File: config.mk
export PLATFORM = sky130hd
export DESIGN_NAME = box_circle_overlap_tester_unit
export DESIGN_NICKNAME = d
export VERILOG_FILES = /design/src/rtl/core/bcot_pkg.sv /design/src/rtl/core/box_circle_overlap_tester_unit.sv
export SDC_FILE = /design/constraint.sdc
export NUM_CORES = 2
export LEC_CHECK = 0
export BUFFER_PORTS_ARGS = -buffer_cell sky130_fd_sc_hd__buf_2
export CAP_MARGIN = 20
export CELL_PAD_IN_SITES_DETAIL_PLACEMENT = 1
export CELL_PAD_IN_SITES_GLOBAL_PLACEMENT = 1
export CORE_MARGIN = 2
export CORE_UTILIZATION = 40
export CTS_BUF_LIST = sky130_fd_sc_hd__clkbuf_16
export CTS_CLUSTER_SIZE = 20
export DETAILED_ROUTE_END_ITERATION = 16
export GPL_TIMING_DRIVEN = 0
export MAX_ROUTING_LAYER = met4
export PLACE_DENSITY = 0.76
export REMOVE_ABC_BUFFERS = 1
export SLEW_MARGIN = 20
export SYNTH_ARGS = -nofsm -noshare
export SYNTH_HDL_FRONTEND = slang
export SYNTH_SLANG_ARGS = --single-unit
File: constraint.sdc
create_clock -name clk -period 7.8 [get_ports clk]
set_clock_uncertainty 0.15 [all_clocks]
set_input_delay 0.39 -clock clk [delete_from_list [all_inputs] [get_ports clk]]
set_output_delay 0.39 -clock clk [all_outputs]
set_load 0.01 [all_outputs]
File: src/rtl/core/bcot_pkg.sv
`timescale 1ns / 1ps
`default_nettype none
// bcot_pkg: shared types and test selector codes for the overlap tester
// depends on nothing

package bcot_pkg;

    typedef logic [2:0] func_t;

    localparam func_t FUNC_POINT_BOX     = 3'd0;
    localparam func_t FUNC_BOX_BOX       = 3'd1;
    localparam func_t FUNC_BOX_CIRCLE    = 3'd2;
    localparam func_t FUNC_POINT_CIRCLE  = 3'd3;
    localparam func_t FUNC_CIRCLE_CIRCLE = 3'd4;

endpackage

`default_nettype wire

File: src/rtl/core/box_circle_overlap_tester_unit.sv
`timescale 1ns / 1ps
`default_nettype none
// box_circle_overlap_tester_unit: five stage overlap test between two shapes
// an accepted word passes the registers of stages 1 to 4 and then the output stage, which drives out_valid
// throughput: one word per cycle; each full stage holds while the stage after it is full and stalled
// reset: valid bits of all stages clear, so the pipeline comes up empty
// depends on bcot_pkg

module box_circle_overlap_tester_unit #(
    parameter int COORD_BITS = 16
) (
    input  wire logic                    clk,
    input  wire logic                    rst_n,
    input  wire logic                    in_valid,
    output logic                         in_stall,
    input  wire bcot_pkg::func_t         func,
    input  wire logic                    check_exist,
    input  wire logic [COORD_BITS-1:0]   a_x,
    input  wire logic [COORD_BITS-1:0]   a_y,
    input  wire logic [COORD_BITS-2:0]   a_w,
    input  wire logic [COORD_BITS-2:0]   a_h,
    input  wire logic                    a_exist,
    input  wire logic [COORD_BITS-1:0]   b_x,
    input  wire logic [COORD_BITS-1:0]   b_y,
    input  wire logic [COORD_BITS-2:0]   b_w,
    input  wire logic [COORD_BITS-2:0]   b_h,
    input  wire logic                    b_exist,
    output logic                         out_valid,
    input  wire logic                    out_stall,
    output logic                         hit
);

    import bcot_pkg::*;

    localparam int CW = COORD_BITS;
    localparam int EW = COORD_BITS - 1;
    localparam int SW = 2 * COORD_BITS;

    // stage enables
    logic en1, en2, en3, en4, en5;

    logic s1_valid_reg, s2_valid_reg, s3_valid_reg, s4_valid_reg, out_valid_reg;

    // stage 1: center deltas and per-test thresholds
    logic [CW:0]   s1_dx_reg, s1_dy_reg;
    logic [EW-1:0] s1_ex_reg, s1_ey_reg;
    logic [CW-1:0] s1_r_reg;
    logic [CW-1:0] s1_tx0_reg, s1_ty0_reg, s1_tx1_reg, s1_ty1_reg;
    logic          s1_use_box_reg, s1_use_circ_reg;

    logic [CW:0]   s1_dx_next, s1_dy_next;
    logic [EW-1:0] s1_ex_next, s1_ey_next;
    logic [CW-1:0] s1_r_next;
    logic [CW-1:0] s1_tx0_next, s1_ty0_next, s1_tx1_next, s1_ty1_next;
    logic          s1_use_box_next, s1_use_circ_next;

    // stage 2: box result and corner offsets
    logic          s2_box_hit_reg, s2_use_circ_reg;
    logic [CW-1:0] s2_r_reg;
    logic [CW+1:0] s2_x0_reg, s2_x1_reg, s2_y0_reg, s2_y1_reg;

    logic          s2_box_hit_next;
    logic [CW+1:0] s2_x0_next, s2_x1_next, s2_y0_next, s2_y1_next;

    // stage 3: corner magnitudes and range flags
    logic          s3_box_hit_reg, s3_use_circ_reg;
    logic [CW-1:0] s3_r_reg;
    logic [CW-1:0] s3_mx0_reg, s3_mx1_reg, s3_my0_reg, s3_my1_reg;
    logic [3:0]    s3_lt_reg;

    logic [CW-1:0] s3_mx0_next, s3_mx1_next, s3_my0_next, s3_my1_next;
    logic [3:0]    s3_lt_next;

    // stage 4: squares
    logic          s4_box_hit_reg, s4_use_circ_reg;
    logic [3:0]    s4_lt_reg;
    logic [SW-1:0] s4_x0_sq_reg, s4_x1_sq_reg, s4_y0_sq_reg, s4_y1_sq_reg, s4_r_sq_reg;

    logic [SW-1:0] s4_x0_sq_next, s4_x1_sq_next, s4_y0_sq_next, s4_y1_sq_next, s4_r_sq_next;

    // stage 5: output
    logic hit_reg, hit_next;

    assign en5 = !out_valid_reg || !out_stall;
    assign en4 = !s4_valid_reg || en5;
    assign en3 = !s3_valid_reg || en4;
    assign en2 = !s2_valid_reg || en3;
    assign en1 = !s1_valid_reg || en2;

    assign in_stall  = !en1;
    assign out_valid = out_valid_reg;
    assign hit       = hit_reg;

    always_comb
    begin
        logic [CW-1:0] aw_e, ah_e, bw_e, bh_e;
        logic          b_is_point, kill;

        aw_e = {1'b0, a_w};
        ah_e = {1'b0, a_h};
        bw_e = {1'b0, b_w};
        bh_e = {1'b0, b_h};

        s1_dx_next = {a_x[CW-1], a_x} - {b_x[CW-1], b_x};
        s1_dy_next = {a_y[CW-1], a_y} - {b_y[CW-1], b_y};

        b_is_point = (func == FUNC_POINT_BOX) || (func == FUNC_POINT_CIRCLE);
        kill       = check_exist && (!a_exist || (!b_is_point && !b_exist));

        s1_ex_next       = '0;
        s1_ey_next       = '0;
        s1_r_next        = '0;
        s1_tx0_next      = aw_e;
        s1_ty0_next      = ah_e;
        s1_tx1_next      = aw_e;
        s1_ty1_next      = ah_e;
        s1_use_box_next  = 1'b0;
        s1_use_circ_next = 1'b0;

        unique case (func)
            FUNC_POINT_BOX:
            begin
                s1_use_box_next = 1'b1;
            end
            FUNC_BOX_BOX:
            begin
                s1_tx0_next     = aw_e + bw_e;
                s1_ty0_next     = ah_e + bh_e;
                s1_tx1_next     = aw_e + bw_e;
                s1_ty1_next     = ah_e + bh_e;
                s1_use_box_next = 1'b1;
            end
            FUNC_BOX_CIRCLE:
            begin
                s1_ty0_next      = ah_e + bw_e;
                s1_tx1_next      = aw_e + bw_e;
                s1_ex_next       = a_w;
                s1_ey_next       = a_h;
                s1_r_next        = bw_e;
                s1_use_box_next  = 1'b1;
                s1_use_circ_next = 1'b1;
            end
            FUNC_POINT_CIRCLE:
            begin
                s1_r_next        = aw_e;
                s1_use_circ_next = 1'b1;
            end
            FUNC_CIRCLE_CIRCLE:
            begin
                s1_r_next        = aw_e + bw_e;
                s1_use_circ_next = 1'b1;
            end
            default:
            begin
                s1_use_box_next  = 1'b0;
                s1_use_circ_next = 1'b0;
            end
        endcase

        if (kill)
        begin
            s1_use_box_next  = 1'b0;
            s1_use_circ_next = 1'b0;
        end
    end

    always_comb
    begin
        logic [CW:0]   abs_dx, abs_dy;
        logic [CW+1:0] dx_w, dy_w, ex_w, ey_w;

        abs_dx = s1_dx_reg[CW] ? (~s1_dx_reg + 1'b1) : s1_dx_reg;
        abs_dy = s1_dy_reg[CW] ? (~s1_dy_reg + 1'b1) : s1_dy_reg;

        s2_box_hit_next = s1_use_box_reg &&
            ((abs_dx <= {1'b0, s1_tx0_reg} && abs_dy <= {1'b0, s1_ty0_reg}) ||
             (abs_dx <= {1'b0, s1_tx1_reg} && abs_dy <= {1'b0, s1_ty1_reg}));

        dx_w = {s1_dx_reg[CW], s1_dx_reg};
        dy_w = {s1_dy_reg[CW], s1_dy_reg};
        ex_w = {3'b000, s1_ex_reg};
        ey_w = {3'b000, s1_ey_reg};

        s2_x0_next = dx_w - ex_w;
        s2_x1_next = dx_w + ex_w;
        s2_y0_next = dy_w - ey_w;
        s2_y1_next = dy_w + ey_w;
    end

    always_comb
    begin
        logic [CW+1:0] mx0, mx1, my0, my1, r_w;

        mx0 = s2_x0_reg[CW+1] ? (~s2_x0_reg + 1'b1) : s2_x0_reg;
        mx1 = s2_x1_reg[CW+1] ? (~s2_x1_reg + 1'b1) : s2_x1_reg;
        my0 = s2_y0_reg[CW+1] ? (~s2_y0_reg + 1'b1) : s2_y0_reg;
        my1 = s2_y1_reg[CW+1] ? (~s2_y1_reg + 1'b1) : s2_y1_reg;
        r_w = {2'b00, s2_r_reg};

        // magnitudes at or above the radius rule the corner out
        s3_lt_next  = {my1 < r_w, my0 < r_w, mx1 < r_w, mx0 < r_w};
        s3_mx0_next = mx0[CW-1:0];
        s3_mx1_next = mx1[CW-1:0];
        s3_my0_next = my0[CW-1:0];
        s3_my1_next = my1[CW-1:0];
    end

    always_comb
    begin
        s4_x0_sq_next = SW'(s3_mx0_reg) * SW'(s3_mx0_reg);
        s4_x1_sq_next = SW'(s3_mx1_reg) * SW'(s3_mx1_reg);
        s4_y0_sq_next = SW'(s3_my0_reg) * SW'(s3_my0_reg);
        s4_y1_sq_next = SW'(s3_my1_reg) * SW'(s3_my1_reg);
        s4_r_sq_next  = SW'(s3_r_reg) * SW'(s3_r_reg);
    end

    always_comb
    begin
        logic [SW:0] r2;
        logic        c00, c01, c10, c11;

        r2  = {1'b0, s4_r_sq_reg};
        c00 = s4_lt_reg[0] && s4_lt_reg[2] &&
              (({1'b0, s4_x0_sq_reg} + {1'b0, s4_y0_sq_reg}) < r2);
        c01 = s4_lt_reg[0] && s4_lt_reg[3] &&
              (({1'b0, s4_x0_sq_reg} + {1'b0, s4_y1_sq_reg}) < r2);
        c10 = s4_lt_reg[1] && s4_lt_reg[2] &&
              (({1'b0, s4_x1_sq_reg} + {1'b0, s4_y0_sq_reg}) < r2);
        c11 = s4_lt_reg[1] && s4_lt_reg[3] &&
              (({1'b0, s4_x1_sq_reg} + {1'b0, s4_y1_sq_reg}) < r2);

        hit_next = s4_box_hit_reg || (s4_use_circ_reg && (c00 || c01 || c10 || c11));
    end

    always_ff @(posedge clk or negedge rst_n)
    begin
        if (!rst_n)
        begin
            s1_valid_reg  <= 1'b0;
            s2_valid_reg  <= 1'b0;
            s3_valid_reg  <= 1'b0;
            s4_valid_reg  <= 1'b0;
            out_valid_reg <= 1'b0;
        end
        else
        begin
            if (en1)
            begin
                s1_valid_reg <= in_valid;
            end
            if (en2)
            begin
                s2_valid_reg <= s1_valid_reg;
            end
            if (en3)
            begin
                s3_valid_reg <= s2_valid_reg;
            end
            if (en4)
            begin
                s4_valid_reg <= s3_valid_reg;
            end
            if (en5)
            begin
                out_valid_reg <= s4_valid_reg;
            end
        end
    end

    always_ff @(posedge clk)
    begin
        if (en1)
        begin
            s1_dx_reg       <= s1_dx_next;
            s1_dy_reg       <= s1_dy_next;
            s1_ex_reg       <= s1_ex_next;
            s1_ey_reg       <= s1_ey_next;
            s1_r_reg        <= s1_r_next;
            s1_tx0_reg      <= s1_tx0_next;
            s1_ty0_reg      <= s1_ty0_next;
            s1_tx1_reg      <= s1_tx1_next;
            s1_ty1_reg      <= s1_ty1_next;
            s1_use_box_reg  <= s1_use_box_next;
            s1_use_circ_reg <= s1_use_circ_next;
        end
        if (en2)
        begin
            s2_box_hit_reg  <= s2_box_hit_next;
            s2_use_circ_reg <= s1_use_circ_reg;
            s2_r_reg        <= s1_r_reg;
            s2_x0_reg       <= s2_x0_next;
            s2_x1_reg       <= s2_x1_next;
            s2_y0_reg       <= s2_y0_next;
            s2_y1_reg       <= s2_y1_next;
        end
        if (en3)
        begin
            s3_box_hit_reg  <= s2_box_hit_reg;
            s3_use_circ_reg <= s2_use_circ_reg;
            s3_r_reg        <= s2_r_reg;
            s3_mx0_reg      <= s3_mx0_next;
            s3_mx1_reg      <= s3_mx1_next;
            s3_my0_reg      <= s3_my0_next;
            s3_my1_reg      <= s3_my1_next;
            s3_lt_reg       <= s3_lt_next;
        end
        if (en4)
        begin
            s4_box_hit_reg  <= s3_box_hit_reg;
            s4_use_circ_reg <= s3_use_circ_reg;
            s4_lt_reg       <= s3_lt_reg;
            s4_x0_sq_reg    <= s4_x0_sq_next;
            s4_x1_sq_reg    <= s4_x1_sq_next;
            s4_y0_sq_reg    <= s4_y0_sq_next;
            s4_y1_sq_reg    <= s4_y1_sq_next;
            s4_r_sq_reg     <= s4_r_sq_next;
        end
        if (en5)
        begin
            hit_reg <= hit_next;
        end
    end

endmodule

`default_nettype wire

==> flow_summary.ini <==
[outcome]
outcome = finished clean

[grt]
grt_use_total = 0.231
grt_pass1_vias = 57671
overflow = 0
grt_max_degree = 102
grt_pass1_wl_um = 312000
antenna_found_initial = 8

[floorplan]
die_w_um = 421
core-area_mm2 = 0.172
die_h_um = 421
dieArea_mm2 = 0.177
io_pins = 137
start_util = 0.404
row_count = 152

[placement]
gp_congestion = 0.889
post-dp-hpwl_um = 162000
dp_cells = 9540
placed_cell_area_mm2 = 0.0728
port_buffers = 136

[detailed_routing]
firstDrtPassIters = 5
top_layer = met4
drtIter0Drc = 2449
num_vias = 51394
routed_via_density = 5.26
met1_length_um = 80700
drc = 0
wire_per_inst_um = 20.1
ant_nets = 0
wl_met2_um = 101000
routed_wl_um = 196000
dr_wl_met3_um = 6030

[synth]
ys_seq_area_frac = 0.208
synth_area_per_cell_um2 = 9.61
ys_warn_count = 0
async_flop_share = 0.0104
syn_area_mm2 = 0.0695
yosysUniqueCellTypes = 89
synth-edff-count = 478
synth_flop_cell = edfxtp_1
synth_seq_cells = 483
syn_inst = 7226

[layout]
instances_no_fill = 9777
nNetsFinal = 9392
final_design_area_no_fill_mm2 = 0.0761
syn_to_final_growth_pct = 9.57
drive_gt1_frac = 0.0577

[setup_path]
cp-end-kind = flop
cp_max_fo = 16
worstSetupPathType = reg -> reg
cp.required_ns = 8.11
worst_ep_arrival_time_ns = 7.76
start_kind = flop

[timing]
setup_viol = 0
fmax_mhz = 134
hold_slack_ns = 0.0298
min_period_over_period = 0.955
hold_viol = 0
drv_slew = 0
tightest_slew_ns = 1.12
setup_tns_ns = 0
relSlewSlack = 0.246
rsz0062_at_grt = true
period_minus_slack_ns = 7.45

[clock_network]
cts_tree = built
clk_pin_slew_worst_paths_ns = 0.06
cts_buffers = 58
clkSinkCount = 483
root_buffer = clkbuf_16
htree_num_levels = 2
worstSkewPairLatency_ns = 0.70
clockBufferDepth = 3

[hold_path]
hold_class = in -> reg

[job]
maxCapViolCount = 0
-- path summary, 6_finish.rpt --
check                                      from                to  slack [ns]  cells after the start
worst max-delay path             s3_my0_reg[12]  s4_y0_sq_reg[30]        0.35                     21
worst min-delay path                     b_y[1]      s1_dy_reg[1]        0.03                      3
worst max register to register   s3_my0_reg[12]  s4_y0_sq_reg[30]        0.35                     21
worst min register to register  s3_use_circ_reg   s4_use_circ_reg        0.27                      0
max in group asynchronous                 rst_n      s1_valid_reg        6.59                      3
min in group asynchronous                 rst_n      s4_valid_reg        0.63                      3
-- area by class of cell --
type	instances	area, µm²
fill	19615	96000
multi-input combinational	5092	48800
sequential	483	14500
inverter	1500	5650
tap	2310	2890
timing repair buffer	282	2170
clock buffer	58	1450
clock inverter	49	612
antenna	3	7.51
-- cells in the final DEF, fill, tap and decap left out, drive strengths merged, types with 19 or more instances in the layout --
| cell type | n |
|---|---|
| xor2 | 115 |
| a31oi | 31 |
| nand2b | 75 |
| a31o | 19 |
| nand4 | 41 |
| or3 | 34 |
| clkbuf | 58 |
| nor2 | 321 |
| a21boi | 19 |
| a21o | 155 |
| nand2 | 585 |
| clkinv | 20 |
| nand3 | 73 |
| nor3 | 95 |
| buf | 238 |
| o31ai | 42 |
| nor2b | 92 |
| fa | 821 |
| xnor2 | 350 |
| edfxtp | 478 |
| or2 | 36 |
| o21a | 47 |
| dlygate4sd3 | 44 |
| a211oi | 39 |
| o21ai | 218 |
| inv | 1506 |
| and2 | 225 |
| o21bai | 49 |
| ha | 1020 |
| o22ai | 19 |
| and3 | 49 |
| a21oi | 284 |
-- synthesized netlist by cell type (19+ instances only) --
cell type | count | area share
clkbuf_1 | 150 | 0.0081
xor2_1 | 115 | 0.015
a31oi_1 | 31 | 0.0028
xnor2_1 | 350 | 0.044
fa_1 | 821 | 0.24
nor3_1 | 94 | 0.0068
o21bai_1 | 49 | 0.0053
nand4_1 | 41 | 0.0037
a21oi_1 | 278 | 0.020
inv_1 | 1500 | 0.081
nand2_1 | 585 | 0.032
o21ai_0 | 199 | 0.014
a21o_1 | 155 | 0.017
nor2_1 | 321 | 0.017
or2_2 | 34 | 0.0031
ha_1 | 1020 | 0.18
or3_1 | 33 | 0.0030
nand2b_1 | 75 | 0.0068
a211oi_1 | 37 | 0.0040
o31ai_1 | 41 | 0.0044
and3_1 | 49 | 0.0044
nand3_1 | 73 | 0.0053
o22ai_1 | 19 | 0.0017
nor2b_1 | 92 | 0.0083
o21ai_1 | 19 | 0.0014
edfxtp_1 | 478 | 0.21
and2_1 | 224 | 0.020
o21a_1 | 47 | 0.0051
-- layer usage --
layer,vias up,global-route usage
li1,24007,-
met1,26150,0.271
met2,923,0.413
met3,314,0.0147
met4,0,0.0879
met5,-,-
-- what timing repair did --
item / in CTS / in global routing
endpoints found under the setup margin: 8 / 16
cloned: 0 / 0
hold endpoints to repair: 90 / 0
hold buffers: 44 / 0
resized for setup: 1 / 6
setup buffers: 1 / 82
-- per-stage QoR --
stage                      util  worst slack (ns)
final                     0.442             0.353
after global routing      0.442           -0.0514
after CTS                 0.438            0.0423
after floorplan               -              1.12
after global placement    0.421             -1.81
after detailed placement  0.423            -0.224
-- worst max-delay path, stage by stage, from the launching register on --
cell	delay, ns
edfxtp_1	0.97
nand2_1	0.25
fa_1	0.56
fa_1	0.55
inv_1	0.05
fa_1	0.44
fa_1	0.50
fa_1	0.55
inv_1	0.05
fa_1	0.48
inv_1	0.05
ha_1	0.34
a21o_1	0.18
a21oi_1	0.14
nor2b_1	0.06
o21ai_0	0.22
o221a_2	0.28
a21oi_1	0.11
a211o_1	0.31
o41a_1	0.45
nor4_1	0.20
a311o_1	0.35
-- cells by family after synthesis --
kind of cell,after synthesis,synth area share
AO/OA/AOI/OAI,1083,0.103
flip-flops,483,0.208
buffers and inverters,1651,0.0892
adder cells (fa/ha/maj),1841,0.420
XOR/XNOR,465,0.0586
multiplexers,22,0.00328
AND/OR/NAND/NOR,1681,0.117
Power is not shown: default switching activity piles up to over one toggle a cycle in this logic, so the estimate is an artifact.
